### config.mk
export PLATFORM = sky130hd
export DESIGN_NAME = websocket_frame_deframer
export DESIGN_NICKNAME = d
export VERILOG_FILES = /design/src/wsd_pkg.sv /design/src/wsd_front.sv /design/src/wsd_queue.sv /design/src/wsd_back.sv /design/src/websocket_frame_deframer.sv
export SDC_FILE = /design/constraint.sdc
export NUM_CORES = 1
export LEC_CHECK = 0
export BUFFER_PORTS_ARGS = -buffer_cell sky130_fd_sc_hd__buf_2
export CAP_MARGIN = 20
export CORE_MARGIN = 8
export CORE_UTILIZATION = 49
export CTS_CLUSTER_SIZE = 30
export DETAILED_ROUTE_END_ITERATION = 6
export PLACE_DENSITY_LB_ADDON = 0.15
export SLEW_MARGIN = 20
export SYNTH_ARGS = -nofsm -noshare
export SYNTH_HDL_FRONTEND = slang
export SYNTH_HIERARCHICAL = 1
export SYNTH_SLANG_ARGS = --single-unit
### constraint.sdc
create_clock -name clock -period 3.4 [get_ports clock]
set_input_delay 0.34 -clock clock [delete_from_list [all_inputs] [get_ports clock]]
set_output_delay 0.34 -clock clock [all_outputs]
set_load 0.02 [all_outputs]
### src/wsd_pkg.sv
// Shared types and constants for the WebSocket frame deframer.
package wsd_pkg;

   // Header length codes in the 7-bit length field
   localparam logic [6:0] LEN16_CODE = 7'd126;
   localparam logic [6:0] LEN64_CODE = 7'd127;

   // Extension byte counts
   localparam logic [3:0] EXT16_BYTES = 4'd2;
   localparam logic [3:0] EXT64_BYTES = 4'd8;

   // Result status codes
   localparam logic [1:0] STATUS_OK      = 2'd0;
   localparam logic [1:0] STATUS_RSV     = 2'd1;
   localparam logic [1:0] STATUS_UNMASK  = 2'd2;
   localparam logic [1:0] STATUS_LEN_TOP = 2'd3;

   // Queue between the parser and the output stage
   localparam int QDEPTH = 4;
   localparam int QPTR_W = $clog2(QDEPTH);
   localparam int QCNT_W = $clog2(QDEPTH + 1);

   // Parser phases
   typedef enum logic [2:0] {
      PH_HDR0 = 3'd0,
      PH_HDR1 = 3'd1,
      PH_EXT  = 3'd2,
      PH_KEY  = 3'd3,
      PH_DATA = 3'd4
   } phase_type;

   // One classified result waiting for the output stage
   typedef struct packed {
      logic [7:0] data;
      logic [7:0] key;
      logic       present;
      logic       frame_end;
      logic [3:0] opcode;
      logic       fin;
      logic [1:0] status;
   } entry_type;

endpackage

### src/wsd_front.sv
// Frame header parser: classifies each received byte and queues results.
module wsd_front (
   input  logic                clock,
   input  logic                reset,
   input  logic                req_valid,
   output logic                req_ready,
   input  logic [7:0]          req_in_byte,
   input  logic                q_full,
   output logic                q_push,
   output wsd_pkg::entry_type  q_entry
);
   import wsd_pkg::*;

   phase_type   phase_ff, phase_in;
   logic [4:0]  fin_op_ff, fin_op_in;
   logic [3:0]  ext_left_ff, ext_left_in;
   logic [63:0] remain_ff, remain_in;
   logic [31:0] key_ff, key_in;
   logic [1:0]  key_idx_ff, key_idx_in;
   logic        halted_ff, halted_in;
   logic        accept;
   logic [7:0]  b;
   logic [1:0]  idx_next;
   logic [7:0]  key_byte;

   assign req_ready = !q_full;
   assign accept    = req_valid && req_ready;
   assign b         = req_in_byte;
   assign idx_next  = key_idx_ff + 2'd1;

   // Key byte for the current payload position, first key byte first
   always_comb begin
      case (key_idx_ff)
         2'd0:    key_byte = key_ff[31:24];
         2'd1:    key_byte = key_ff[23:16];
         2'd2:    key_byte = key_ff[15:8];
         default: key_byte = key_ff[7:0];
      endcase
   end

   // Parser state register
   always_ff @(posedge clock) begin
      if (reset) begin
         phase_ff    <= PH_HDR0;
         fin_op_ff   <= '0;
         ext_left_ff <= '0;
         remain_ff   <= '0;
         key_ff      <= '0;
         key_idx_ff  <= '0;
         halted_ff   <= 1'b0;
      end else begin
         phase_ff    <= phase_in;
         fin_op_ff   <= fin_op_in;
         ext_left_ff <= ext_left_in;
         remain_ff   <= remain_in;
         key_ff      <= key_in;
         key_idx_ff  <= key_idx_in;
         halted_ff   <= halted_in;
      end
   end

   // Next state and result classification
   always_comb begin
      phase_in          = phase_ff;
      fin_op_in         = fin_op_ff;
      ext_left_in       = ext_left_ff;
      remain_in         = remain_ff;
      key_in            = key_ff;
      key_idx_in        = key_idx_ff;
      halted_in         = halted_ff;
      q_push            = 1'b0;
      q_entry.data      = 8'd0;
      q_entry.key       = 8'd0;
      q_entry.present   = 1'b0;
      q_entry.frame_end = 1'b1;
      q_entry.opcode    = fin_op_ff[3:0];
      q_entry.fin       = fin_op_ff[4];
      q_entry.status    = STATUS_OK;

      if (accept && !halted_ff) begin
         unique case (phase_ff)
            PH_HDR0: begin
               fin_op_in = {b[7], b[3:0]};
               phase_in  = PH_HDR1;
               q_entry.opcode = b[3:0];
               q_entry.fin    = b[7];
               if (b[6:4] != 3'd0) begin
                  halted_in      = 1'b1;
                  q_push         = 1'b1;
                  q_entry.status = STATUS_RSV;
               end
            end
            PH_HDR1: begin
               if (!b[7]) begin
                  halted_in      = 1'b1;
                  q_push         = 1'b1;
                  q_entry.status = STATUS_UNMASK;
               end else begin
                  remain_in  = '0;
                  key_in     = '0;
                  key_idx_in = '0;
                  if (b[6:0] == LEN16_CODE) begin
                     ext_left_in = EXT16_BYTES;
                     phase_in    = PH_EXT;
                  end else if (b[6:0] == LEN64_CODE) begin
                     ext_left_in = EXT64_BYTES;
                     phase_in    = PH_EXT;
                  end else begin
                     remain_in   = {57'd0, b[6:0]};
                     ext_left_in = '0;
                     phase_in    = PH_KEY;
                  end
               end
            end
            PH_EXT: begin
               if (ext_left_ff == EXT64_BYTES && b[7]) begin
                  halted_in      = 1'b1;
                  q_push         = 1'b1;
                  q_entry.status = STATUS_LEN_TOP;
               end else begin
                  remain_in = {remain_ff[55:0], b};
                  if (ext_left_ff != 4'd0) begin
                     ext_left_in = ext_left_ff - 4'd1;
                  end
                  if (ext_left_ff <= 4'd1) begin
                     phase_in = PH_KEY;
                  end
               end
            end
            PH_KEY: begin
               key_in     = {key_ff[23:0], b};
               key_idx_in = idx_next;
               if (idx_next == 2'd0) begin
                  if (remain_ff == 64'd0) begin
                     phase_in = PH_HDR0;
                     q_push   = 1'b1;
                  end else begin
                     phase_in = PH_DATA;
                  end
               end
            end
            PH_DATA: begin
               key_idx_in = idx_next;
               if (remain_ff != 64'd0) begin
                  remain_in = remain_ff - 64'd1;
               end
               q_push            = 1'b1;
               q_entry.data      = b;
               q_entry.key       = key_byte;
               q_entry.present   = 1'b1;
               q_entry.frame_end = (remain_ff <= 64'd1);
               if (remain_ff <= 64'd1) begin
                  phase_in   = PH_HDR0;
                  key_idx_in = '0;
               end
            end
            default: begin
               phase_in = PH_HDR0;
            end
         endcase
      end
   end

endmodule

### src/wsd_queue.sv
// Short result queue between the parser and the output stage.
module wsd_queue (
   input  logic                clock,
   input  logic                reset,
   input  logic                push,
   input  wsd_pkg::entry_type  push_entry,
   output logic                full,
   input  logic                pop,
   output logic                not_empty,
   output wsd_pkg::entry_type  head
);
   import wsd_pkg::*;

   entry_type          slots_ff [QDEPTH];
   logic [QPTR_W-1:0]  wr_ptr_ff, wr_ptr_in;
   logic [QPTR_W-1:0]  rd_ptr_ff, rd_ptr_in;
   logic [QCNT_W-1:0]  count_ff, count_in;
   logic               do_push, do_pop;

   assign full      = (count_ff == QCNT_W'(QDEPTH));
   assign not_empty = (count_ff != '0);
   assign do_push   = push && !full;
   assign do_pop    = pop && not_empty;
   assign head      = slots_ff[rd_ptr_ff];

   // Pointer and fill count update
   always_comb begin
      wr_ptr_in = do_push ? wr_ptr_ff + QPTR_W'(1) : wr_ptr_ff;
      rd_ptr_in = do_pop  ? rd_ptr_ff + QPTR_W'(1) : rd_ptr_ff;
      count_in  = count_ff;
      if (do_push && !do_pop) begin
         count_in = count_ff + QCNT_W'(1);
      end else if (do_pop && !do_push) begin
         count_in = count_ff - QCNT_W'(1);
      end
   end

   always_ff @(posedge clock) begin
      if (reset) begin
         wr_ptr_ff <= '0;
         rd_ptr_ff <= '0;
         count_ff  <= '0;
      end else begin
         wr_ptr_ff <= wr_ptr_in;
         rd_ptr_ff <= rd_ptr_in;
         count_ff  <= count_in;
      end
   end

   // Entry storage, no reset needed
   always_ff @(posedge clock) begin
      if (do_push) begin
         slots_ff[wr_ptr_ff] <= push_entry;
      end
   end

endmodule

### src/wsd_back.sv
// Output stage: unmasks queued bytes into the result register.
module wsd_back (
   input  logic                clock,
   input  logic                reset,
   input  logic                q_not_empty,
   input  wsd_pkg::entry_type  q_head,
   output logic                q_pop,
   output logic                rsp_valid,
   input  logic                rsp_ready,
   output logic [7:0]          rsp_out_byte,
   output logic                rsp_byte_present,
   output logic                rsp_frame_end,
   output logic [3:0]          rsp_frame_opcode,
   output logic                rsp_final_fragment,
   output logic [1:0]          rsp_status
);
   import wsd_pkg::*;

   logic       valid_ff, valid_in;
   logic [7:0] byte_ff;
   logic       present_ff;
   logic       end_ff;
   logic [3:0] opcode_ff;
   logic       fin_ff;
   logic [1:0] status_ff;

   // Load a new beat when the register is empty or being drained
   assign q_pop    = q_not_empty && (!valid_ff || rsp_ready);
   assign valid_in = q_pop || (valid_ff && !rsp_ready);

   always_ff @(posedge clock) begin
      if (reset) begin
         valid_ff <= 1'b0;
      end else begin
         valid_ff <= valid_in;
      end
   end

   // Result payload, XOR with the key byte on load
   always_ff @(posedge clock) begin
      if (q_pop) begin
         byte_ff    <= q_head.data ^ q_head.key;
         present_ff <= q_head.present;
         end_ff     <= q_head.frame_end;
         opcode_ff  <= q_head.opcode;
         fin_ff     <= q_head.fin;
         status_ff  <= q_head.status;
      end
   end

   assign rsp_valid          = valid_ff;
   assign rsp_out_byte       = byte_ff;
   assign rsp_byte_present   = present_ff;
   assign rsp_frame_end      = end_ff;
   assign rsp_frame_opcode   = opcode_ff;
   assign rsp_final_fragment = fin_ff;
   assign rsp_status         = status_ff;

endmodule

### src/websocket_frame_deframer.sv
// WebSocket client frame deframer: parser, result queue and output stage.
//
// Usage: received frame bytes enter on the req_ channel, one byte per beat.
// Header, extended length and masking key bytes give no result. Each payload
// byte gives one result beat on the rsp_ channel with the unmasked byte,
// byte_present set and frame_end set on the frame's last byte. A zero-length
// frame gives one empty beat with frame_end set after its last key byte.
// A reserved bit, a missing mask bit or a 64-bit length with its top bit set
// gives one error beat (nonzero status, frame_end set); after it every
// input byte is taken and dropped until reset.
// Throughput: one byte per cycle in both directions while the queue has room
// and rsp_ready is high; the output stage drains one queue entry a cycle.
// Path: with the queue empty, an accepted byte's result is written into the
// queue, then loaded into the output register that drives rsp_.
// Stall: when rsp_ready is low, results collect in a four-entry queue and
// the output register; req_ready drops only once the queue is full.
// Reset (synchronous, active high) returns the parser to the first header
// byte, clears the halt and empties the queue and output register.
module websocket_frame_deframer (
   input  logic       clock,
   input  logic       reset,
   input  logic       req_valid,
   output logic       req_ready,
   input  logic [7:0] req_in_byte,
   output logic       rsp_valid,
   input  logic       rsp_ready,
   output logic [7:0] rsp_out_byte,
   output logic       rsp_byte_present,
   output logic       rsp_frame_end,
   output logic [3:0] rsp_frame_opcode,
   output logic       rsp_final_fragment,
   output logic [1:0] rsp_status
);
   import wsd_pkg::*;

   entry_type push_entry;
   entry_type head;
   logic      q_push;
   logic      q_full;
   logic      q_pop;
   logic      q_not_empty;

   wsd_front u_front (
      .clock       (clock),
      .reset       (reset),
      .req_valid   (req_valid),
      .req_ready   (req_ready),
      .req_in_byte (req_in_byte),
      .q_full      (q_full),
      .q_push      (q_push),
      .q_entry     (push_entry)
   );

   wsd_queue u_queue (
      .clock      (clock),
      .reset      (reset),
      .push       (q_push),
      .push_entry (push_entry),
      .full       (q_full),
      .pop        (q_pop),
      .not_empty  (q_not_empty),
      .head       (head)
   );

   wsd_back u_back (
      .clock              (clock),
      .reset              (reset),
      .q_not_empty        (q_not_empty),
      .q_head             (head),
      .q_pop              (q_pop),
      .rsp_valid          (rsp_valid),
      .rsp_ready          (rsp_ready),
      .rsp_out_byte       (rsp_out_byte),
      .rsp_byte_present   (rsp_byte_present),
      .rsp_frame_end      (rsp_frame_end),
      .rsp_frame_opcode   (rsp_frame_opcode),
      .rsp_final_fragment (rsp_final_fragment),
      .rsp_status         (rsp_status)
   );

endmodule

==> impl_results.md, run 1 <==
- Pleak: roughly 4.6 nW
- Clock share of power: 0.178
- TritonCTS sink count: 238
- Core ar.: about 23000 um2
- Clock latency on the worst-skew pair: about 550 ps
- Post-route total power: between 15 and 20 mW
- First-pass GRT wire length: 50.0 mm
- Layer with the highest usage: met2
- Final Hold Vio Count: 0
- Hold path depth: 3
- Design Area, Final: 13300 um2
- WP data required: slightly below 4000 ps
- DR iter-0 viols: slightly above 900
- Worst-path clk slew: around 60 ps
- Least-Margin Pin Slew: roughly 1100 ps
- Longest Clk Path Bufs: 3
- RSZ-0062 raised after global routing: false
- Die X: 170 um
- Grt total ovfl: 0
- VDD IR max: roughly 0.95 mV
- GP Congestion: between 0.8 and 0.9
- Layout cell share with drive strength beyond 1: 0.176
- Ys Warns: 6
- GR Layer Usage met3: 0.0310
- Status: finished clean
- DR vias/cell: 6.41
- Antenna-violating nets left: 0
- Max capacitance violation total: 0
- Slew Viols, Final: 0
- Pre-CTS setup slack: around 12 ps
- Met2 Track Usage GR: 0.340
- Most used flip-flop cell after synthesis: dfxtp_1
- Fmax: approximately 310 MHz
- Post-route minimum period: 3230 ps
- GRT Total Usage: 0.212
- Initial Utilization: 0.498
- Die ar.: 29000 um2
- Synthesized Nets: roughly 1100
- Fin Clk Skew: approximately 23 ps
- Crit Path Category: reg2reg
- Remaining DRCs: 0
- Die Y: 170 um
- WL/cell: 21.0 um
- Hold Crit Class: in2reg
- Rows: 56
- CTS tree: built
- Int Power: between 8 and 9 mW
- Most frequent cells in the layout: nor2_1, dfxtp_1, edfxtp_1
- Post-route insts no fill: ~1500
- Root buffer cell: clkbuf_16
- Net count, final: ~1200
- Cells on worst reg2reg path: 14
- Avg Cell Area, Syn: approximately 11 um2
- Sequential power share: 0.261
- Pwr dens: ~1100 nW/um2
- Gate Count Post-Synth: 1094
- Async SR Flop Fraction: 0
- IO buf count: 30
- WHS: slightly below 90 ps
- CP endpoint kind: register
- Vias in the first global route: 9136
- Count of flip-flops with a built-in enable after synthesis: around 120
- Area growth syn-to-layout: 14.1%
- Setup-failing EPs final: 0
- Register area share after synthesis: 0.508
- Cts hold-fix bufs: 0
- Critical path arrival: 3700 ps
- Met1 Use GR: 0.295
- Antenna violations before repair: 1
- Slew HR: 0.263
- N_diodes: 0
- Largest fanout on the critical path: 3
- Switching Fraction: 0.458
- Num CTS Buffers: 26
- Synth cell types: 79
- Register bit total from synthesis: ~240
- Crit start category: register
- Synthesized cell area: between 10000 and 15000 um2
- Final wirelength: between 30 and 40 mm
- Placed cells: about 1400
- Top Ports: 31
- Pre-antenna DRT Iters: 5
- Commonest non-fill, non-tap cell in the layout: nor2_1
- DP HPWL: roughly 20 mm
- Setup TNS: 0 ps
- Switching Power: 6.99 mW
- # H-tree levels: 1
- Combinational share of power: 0.560
- Placement Cell Area: about 12000 um2
- Period utilization: 0.951
- Via Count: between 9000 and 10000
- Final setup margin: around 170 ps
- Pin count of the biggest net entering global routing: 55
- Fin util: 0.568
==> cells in the mapped netlist, types with 20 or more instances <==
master    number  share of area
inv_1         20         0.0064
nor3_1        40          0.017
edfxtp_1     117           0.30
nand3_1       22         0.0094
nor2_1       127          0.041
dfxtp_1      121           0.21
o31ai_1       36          0.023
o311ai_0      30          0.022
a22oi_1       53          0.034
nor4_1        21          0.011
a21oi_1       63          0.027
mux4_2        20          0.039
nand2_1       45          0.014
clkbuf_1      75          0.024
==> cell families (layout without fill, tap and decap cells) <==
| family | Yosys count | count (layout) | synth area share |
|---|---|---|---|
| multiplexers | 34 | 34 | 0.0580 |
| AND/OR/NAND/NOR | 358 | 358 | 0.160 |
| AO/OA/AOI/OAI | 310 | 310 | 0.194 |
| flip-flops | 238 | 238 | 0.508 |
| adder cells (fa/ha/maj) | 15 | 15 | 0.0167 |
| buffers and inverters | 121 | 179 | 0.0495 |
| XOR/XNOR | 18 | 18 | 0.0135 |
==> final timing paths <==
kind / start / slack [ps] / to
setup reg to reg: u_front/remain_ff[28] / 170 / u_queue/count_ff[2]
hold / removal: rsp_ready / 90 / u_back/rsp_valid
hold reg to reg: u_front/halted_ff / 470 / u_front/halted_ff
setup / recovery: u_front/remain_ff[28] / 170 / u_queue/count_ff[2]
==> power by group through the flow <==
stage          clock network [mW]  registers [mW]  logic [mW]
2_1_floorplan                   0            4.04        5.76
3_3_place_gp                    0            4.03        8.36
3_5_place_dp                    0            4.04        8.30
4_1_cts                      2.79            3.98        8.34
5_1_grt                      2.90            4.05        9.19
6_report                     2.72            3.98        8.55
==> area by class of cell <==
| type | instances | area, um2 |
|---|---|---|
| timing repair buffer | 110 | 853 |
| inverter | 21 | 78.8 |
| clock inverter | 14 | 146 |
| sequential | 238 | 5940 |
| clock buffer | 34 | 681 |
| tap | 319 | 399 |
| fill | 2068 | 10100 |
| multi-input combinational | 735 | 5230 |
==> worst max-delay path, cell delays in order, from the launching register on <==
cell	delay, ps
dfxtp_1	310
or4_4	560
nor4b_4	260
and4_1	260
nand3_2	100
nor2_2	150
o21a_1	120
inv_1	60
nor2_2	110
ha_2	200
inv_1	50
fa_1	370
xor2_1	170
or3_1	300
a21oi_1	140
==> sequential cells by signal, summed over array words and instances (netlist names), 2 cells and up, named ones only <==
name                     count
u_queue/slots_ff           100
u_front/remain_ff           64
u_front/key_ff              32
u_back/rsp_out_byte          8
u_front/fin_op_ff            5
u_back/rsp_frame_opcode      4
u_front/ext_left_ff          4
u_front/phase_ff             3
u_queue/count_ff             3
u_back/rsp_status            2
u_front/key_idx_ff           2
u_queue/rd_ptr_ff            2
u_queue/wr_ptr_ff            2
==> metal layers <==
metal,part of all wire,vias up,wire [um]
li1,-,4356,-
met1,0.44,4616,13700
met2,0.46,395,14200
met3,0.076,60,2340
met4,0.022,0,671
met5,0,-,0
==> timing repair <==
item	in CTS	in global routing
pin swaps	0	4
buffers inserted	0	1
endpoints found under the hold margin	0	0
endpoints found under the setup margin	1	1
resized for setup	1	5
Power figures use the tool's default switching activity.
==> run 2: changes to the inputs <==
--- a/config.mk
+++ b/config.mk
@@ -11,9 +11,10 @@
 export CORE_UTILIZATION = 49
 export CTS_CLUSTER_SIZE = 30
 export DETAILED_ROUTE_END_ITERATION = 6
-export PLACE_DENSITY_LB_ADDON = 0.15
+export PLACE_DENSITY = 0.68
 export SLEW_MARGIN = 20
 export SYNTH_ARGS = -nofsm -noshare
 export SYNTH_HDL_FRONTEND = slang
 export SYNTH_HIERARCHICAL = 1
 export SYNTH_SLANG_ARGS = --single-unit
+export TNS_END_PERCENT = 100
==> impl_results.md, run 2 (synthesized netlist as in run 1, its figures left out) <==
- Status: finished with violations (was finished clean)
- Failing checks: DRC
- Highest routed layer: met4 (unchanged)
- Initial Utilization: 0.498 (unchanged)
- Area growth syn-to-layout: 12.7% (was 14.1%)
- Switching Power: 6.98 mW (was 6.99 mW)
- Period utilization: 0.953 (was 0.951)
- Net count, final: 1149 (was 1159)
- HP Start: rsp_ready (unchanged)
- Cts hold-fix bufs: 0 (unchanged)
- TritonCTS sink count: 238 (unchanged)
- Metal2 WL: 14.3 mm (was 14.2 mm)
- Rows: 56 (unchanged)
- Pleak: 4.55 nW (was 4.65 nW)
- Crit start category: register (unchanged)
- Vias in the first global route: 8900 (was 9136)
- Pwr dens: 1140 nW/um2 (was 1150 nW/um2)
- Max capacitance violation total: 0 (unchanged)
- Pin count of the biggest net entering global routing: 78 (was 55)
- DR vias/cell: 6.44 (was 6.41)
- DR iter-0 viols: 1164 (was 920)
- Fin Clk Skew: 18.5 ps (was 22.6 ps)
- Critical path arrival: 3700 ps (about the same)
- Crit-path slowest cell: or3_4 (was or4_4)
- IO buf count: 30 (unchanged)
- Root buffer cell: clkbuf_16 (unchanged)
- DP HPWL: 19.0 mm (was 19.9 mm)
- Layout cell share with drive strength beyond 1: 0.173 (was 0.176)
- GP Congestion: 0.915 (was 0.854)
- Post-route minimum period: 3240 ps (was 3230 ps)
- N_diodes: 0 (unchanged)
- Cell Chain, Critical Path: or3_4 -> or3_4 -> nor4_4 -> nand3_2 -> nor2_2 -> o21a_1 -> inv_1 -> nor2_2 -> ha_2 -> inv_1 -> fa_2 -> xor2_1 -> or3_1 -> a21oi_2 (was or4_4 -> nor4b_4 -> and4_1 -> nand3_2 -> nor2_2 -> o21a_1 -> inv_1 -> nor2_2 -> ha_2 -> inv_1 -> fa_1 -> xor2_1 -> or3_1 -> a21oi_1)
- # H-tree levels: 1 (unchanged)
- Final Hold Vio Count: 0 (unchanged)
- Met3 Routed Length: 2.16 mm (was 2.34 mm)
- Setup-failing EPs final: 0 (unchanged)
- Die Y: 170 um (unchanged)
- Slew Viols, Final: 0 (unchanged)
- Antenna-violating nets left: 0 (unchanged)
- Num CTS Buffers: 25 (was 26)
- Remaining DRCs: 4 (was 0)
- WP data required: 3860 ps (about the same)
- Clock share of power: 0.168 (was 0.178)
- WHS: 93.5 ps (was 89.5 ps)
- Top reg by flops: u_queue/slots_ff (unchanged)
- Biggest regs: u_queue/slots_ff: 100 flops, u_front/remain_ff: 64 flops, u_front/key_ff: 32 flops (unchanged)
- Final wirelength: 30.4 mm (was 30.9 mm)
- Largest fanout on the critical path: 4 (was 3)
- Die ar.: 29000 um2 (unchanged)
- Longest Clk Path Bufs: 3 (unchanged)
- Die X: 170 um (unchanged)
- Met1 Routed Length: 13.5 mm (was 13.7 mm)
- CP peak stage delay: 380 ps (was 560 ps)
- Core ar.: 23500 um2 (unchanged)
- Commonest non-fill, non-tap cell in the layout: nor2_1 (unchanged)
- Grt total ovfl: 0 (unchanged)
- Clock latency on the worst-skew pair: 540 ps (was 550 ps)
- First-pass GRT wire length: 48.3 mm (was 50.0 mm)
- Slew HR: 0.284 (was 0.263)
- CP endpoint kind: register (unchanged)
- CTS tree: built (unchanged)
- RSZ-0062 raised after global routing: false (unchanged)
- Combinational share of power: 0.570 (was 0.560)
- VDD IR max: 0.900 mV (was 0.955 mV)
- Reg-to-reg startpoint: u_front/remain_ff[51] (was u_front/remain_ff[28])
- Int Power: 7.98 mW (was 8.27 mW)
- Sequential power share: 0.263 (was 0.261)
- Top Ports: 31 (unchanged)
- Crit Path Category: reg2reg (unchanged)
- Fmax: 309 MHz (about the same)
- Setup TNS: 0 ps (unchanged)
- GRT Total Usage: 0.204 (was 0.212)
- Switching Fraction: 0.467 (was 0.458)
- Worst-path clk slew: 60 ps (about the same)
- Most frequent cells in the layout: nor2_1, dfxtp_1, edfxtp_1 (unchanged)
- Max reg flops: 100 (unchanged)
- WL/cell: 20.9 um (was 21.0 um)
- Least-Margin Pin Slew: 1070 ps (was 1110 ps)
- Antenna violations before repair: 0 (was 1)
- Crit path launch: u_front/remain_ff[51] (was u_front/remain_ff[28])
- Pre-antenna DRT Iters: 7 (was 5)
- Hold Crit Class: in2reg (unchanged)
- Via Count: 9383 (was 9427)
run 2: layout make-up:
type | instances | area (um2)
fillers | 2001 | 10300
clock buffers | 30 | 664
flip-flops and latches | 238 | 5940
repair buffers | 101 | 761
multi-input cells | 735 | 5250
well taps | 319 | 399
inverters | 21 | 78.8
clock inverters | 13 | 75.1
run 2: critical path, delay by kind of cell (launching register included):
family	cells	cell delay [ps]
compound gates	2	240
xor+xnor	1	170
buf+inv	2	110
simple gates	7	1790
fa+ha+maj	2	520
flops	1	340
run 2: repair_timing:
action | 4_1_cts | 5_1_grt
setup endpoints to repair | 0 | 1
resized for setup | 0 | 12
buffers inserted | 0 | 2
hold endpoints to repair | 0 | 0
run 2: power groups by stage:
| stage | Clock [mW] | Combinational, mW | Sequential, mW |
|---|---|---|---|
| after floorplan | 0 | 5.76 | 4.04 |
| after global placement | 0 | 8.16 | 3.95 |
| after detailed placement | 0 | 8.20 | 3.98 |
| after CTS | 2.55 | 8.24 | 3.92 |
| after global routing | 2.66 | 9.08 | 3.98 |
| final | 2.51 | 8.52 | 3.93 |
run 2: final timing paths:
| path | end | slack, ps | cells past startpoint |
|---|---|---|---|
| max | u_queue/count_ff[2] | 160 | 14 |
| min | u_back/rsp_valid | 90 | 3 |
| max reg2reg | u_queue/count_ff[2] | 160 | 14 |
| min reg2reg | u_front/halted_ff | 460 | 2 |
run 2: metrics by stage:
step | util | cell area, um2 | power (mW) | cells | setup slack (ps)
final | 0.561 | 13200 | 15.0 | 1457 | 159
after global routing | 0.561 | 13200 | 15.7 | 1457 | 15.1
after CTS | 0.558 | 13100 | 14.7 | 1455 | 25.6
after detailed placement | 0.526 | 12400 | 12.2 | 1412 | 108
after global placement | 0.526 | 12400 | 12.1 | 1412 | 184
after floorplan | - | 11700 | 9.81 | 1094 | 30.2
run 2: routing by layer:
metal,global-route usage,up-vias
li1,-,4340
met1,0.282,4583
met2,0.335,417
met3,0.0246,43
met4,0.0572,0
met5,0,-
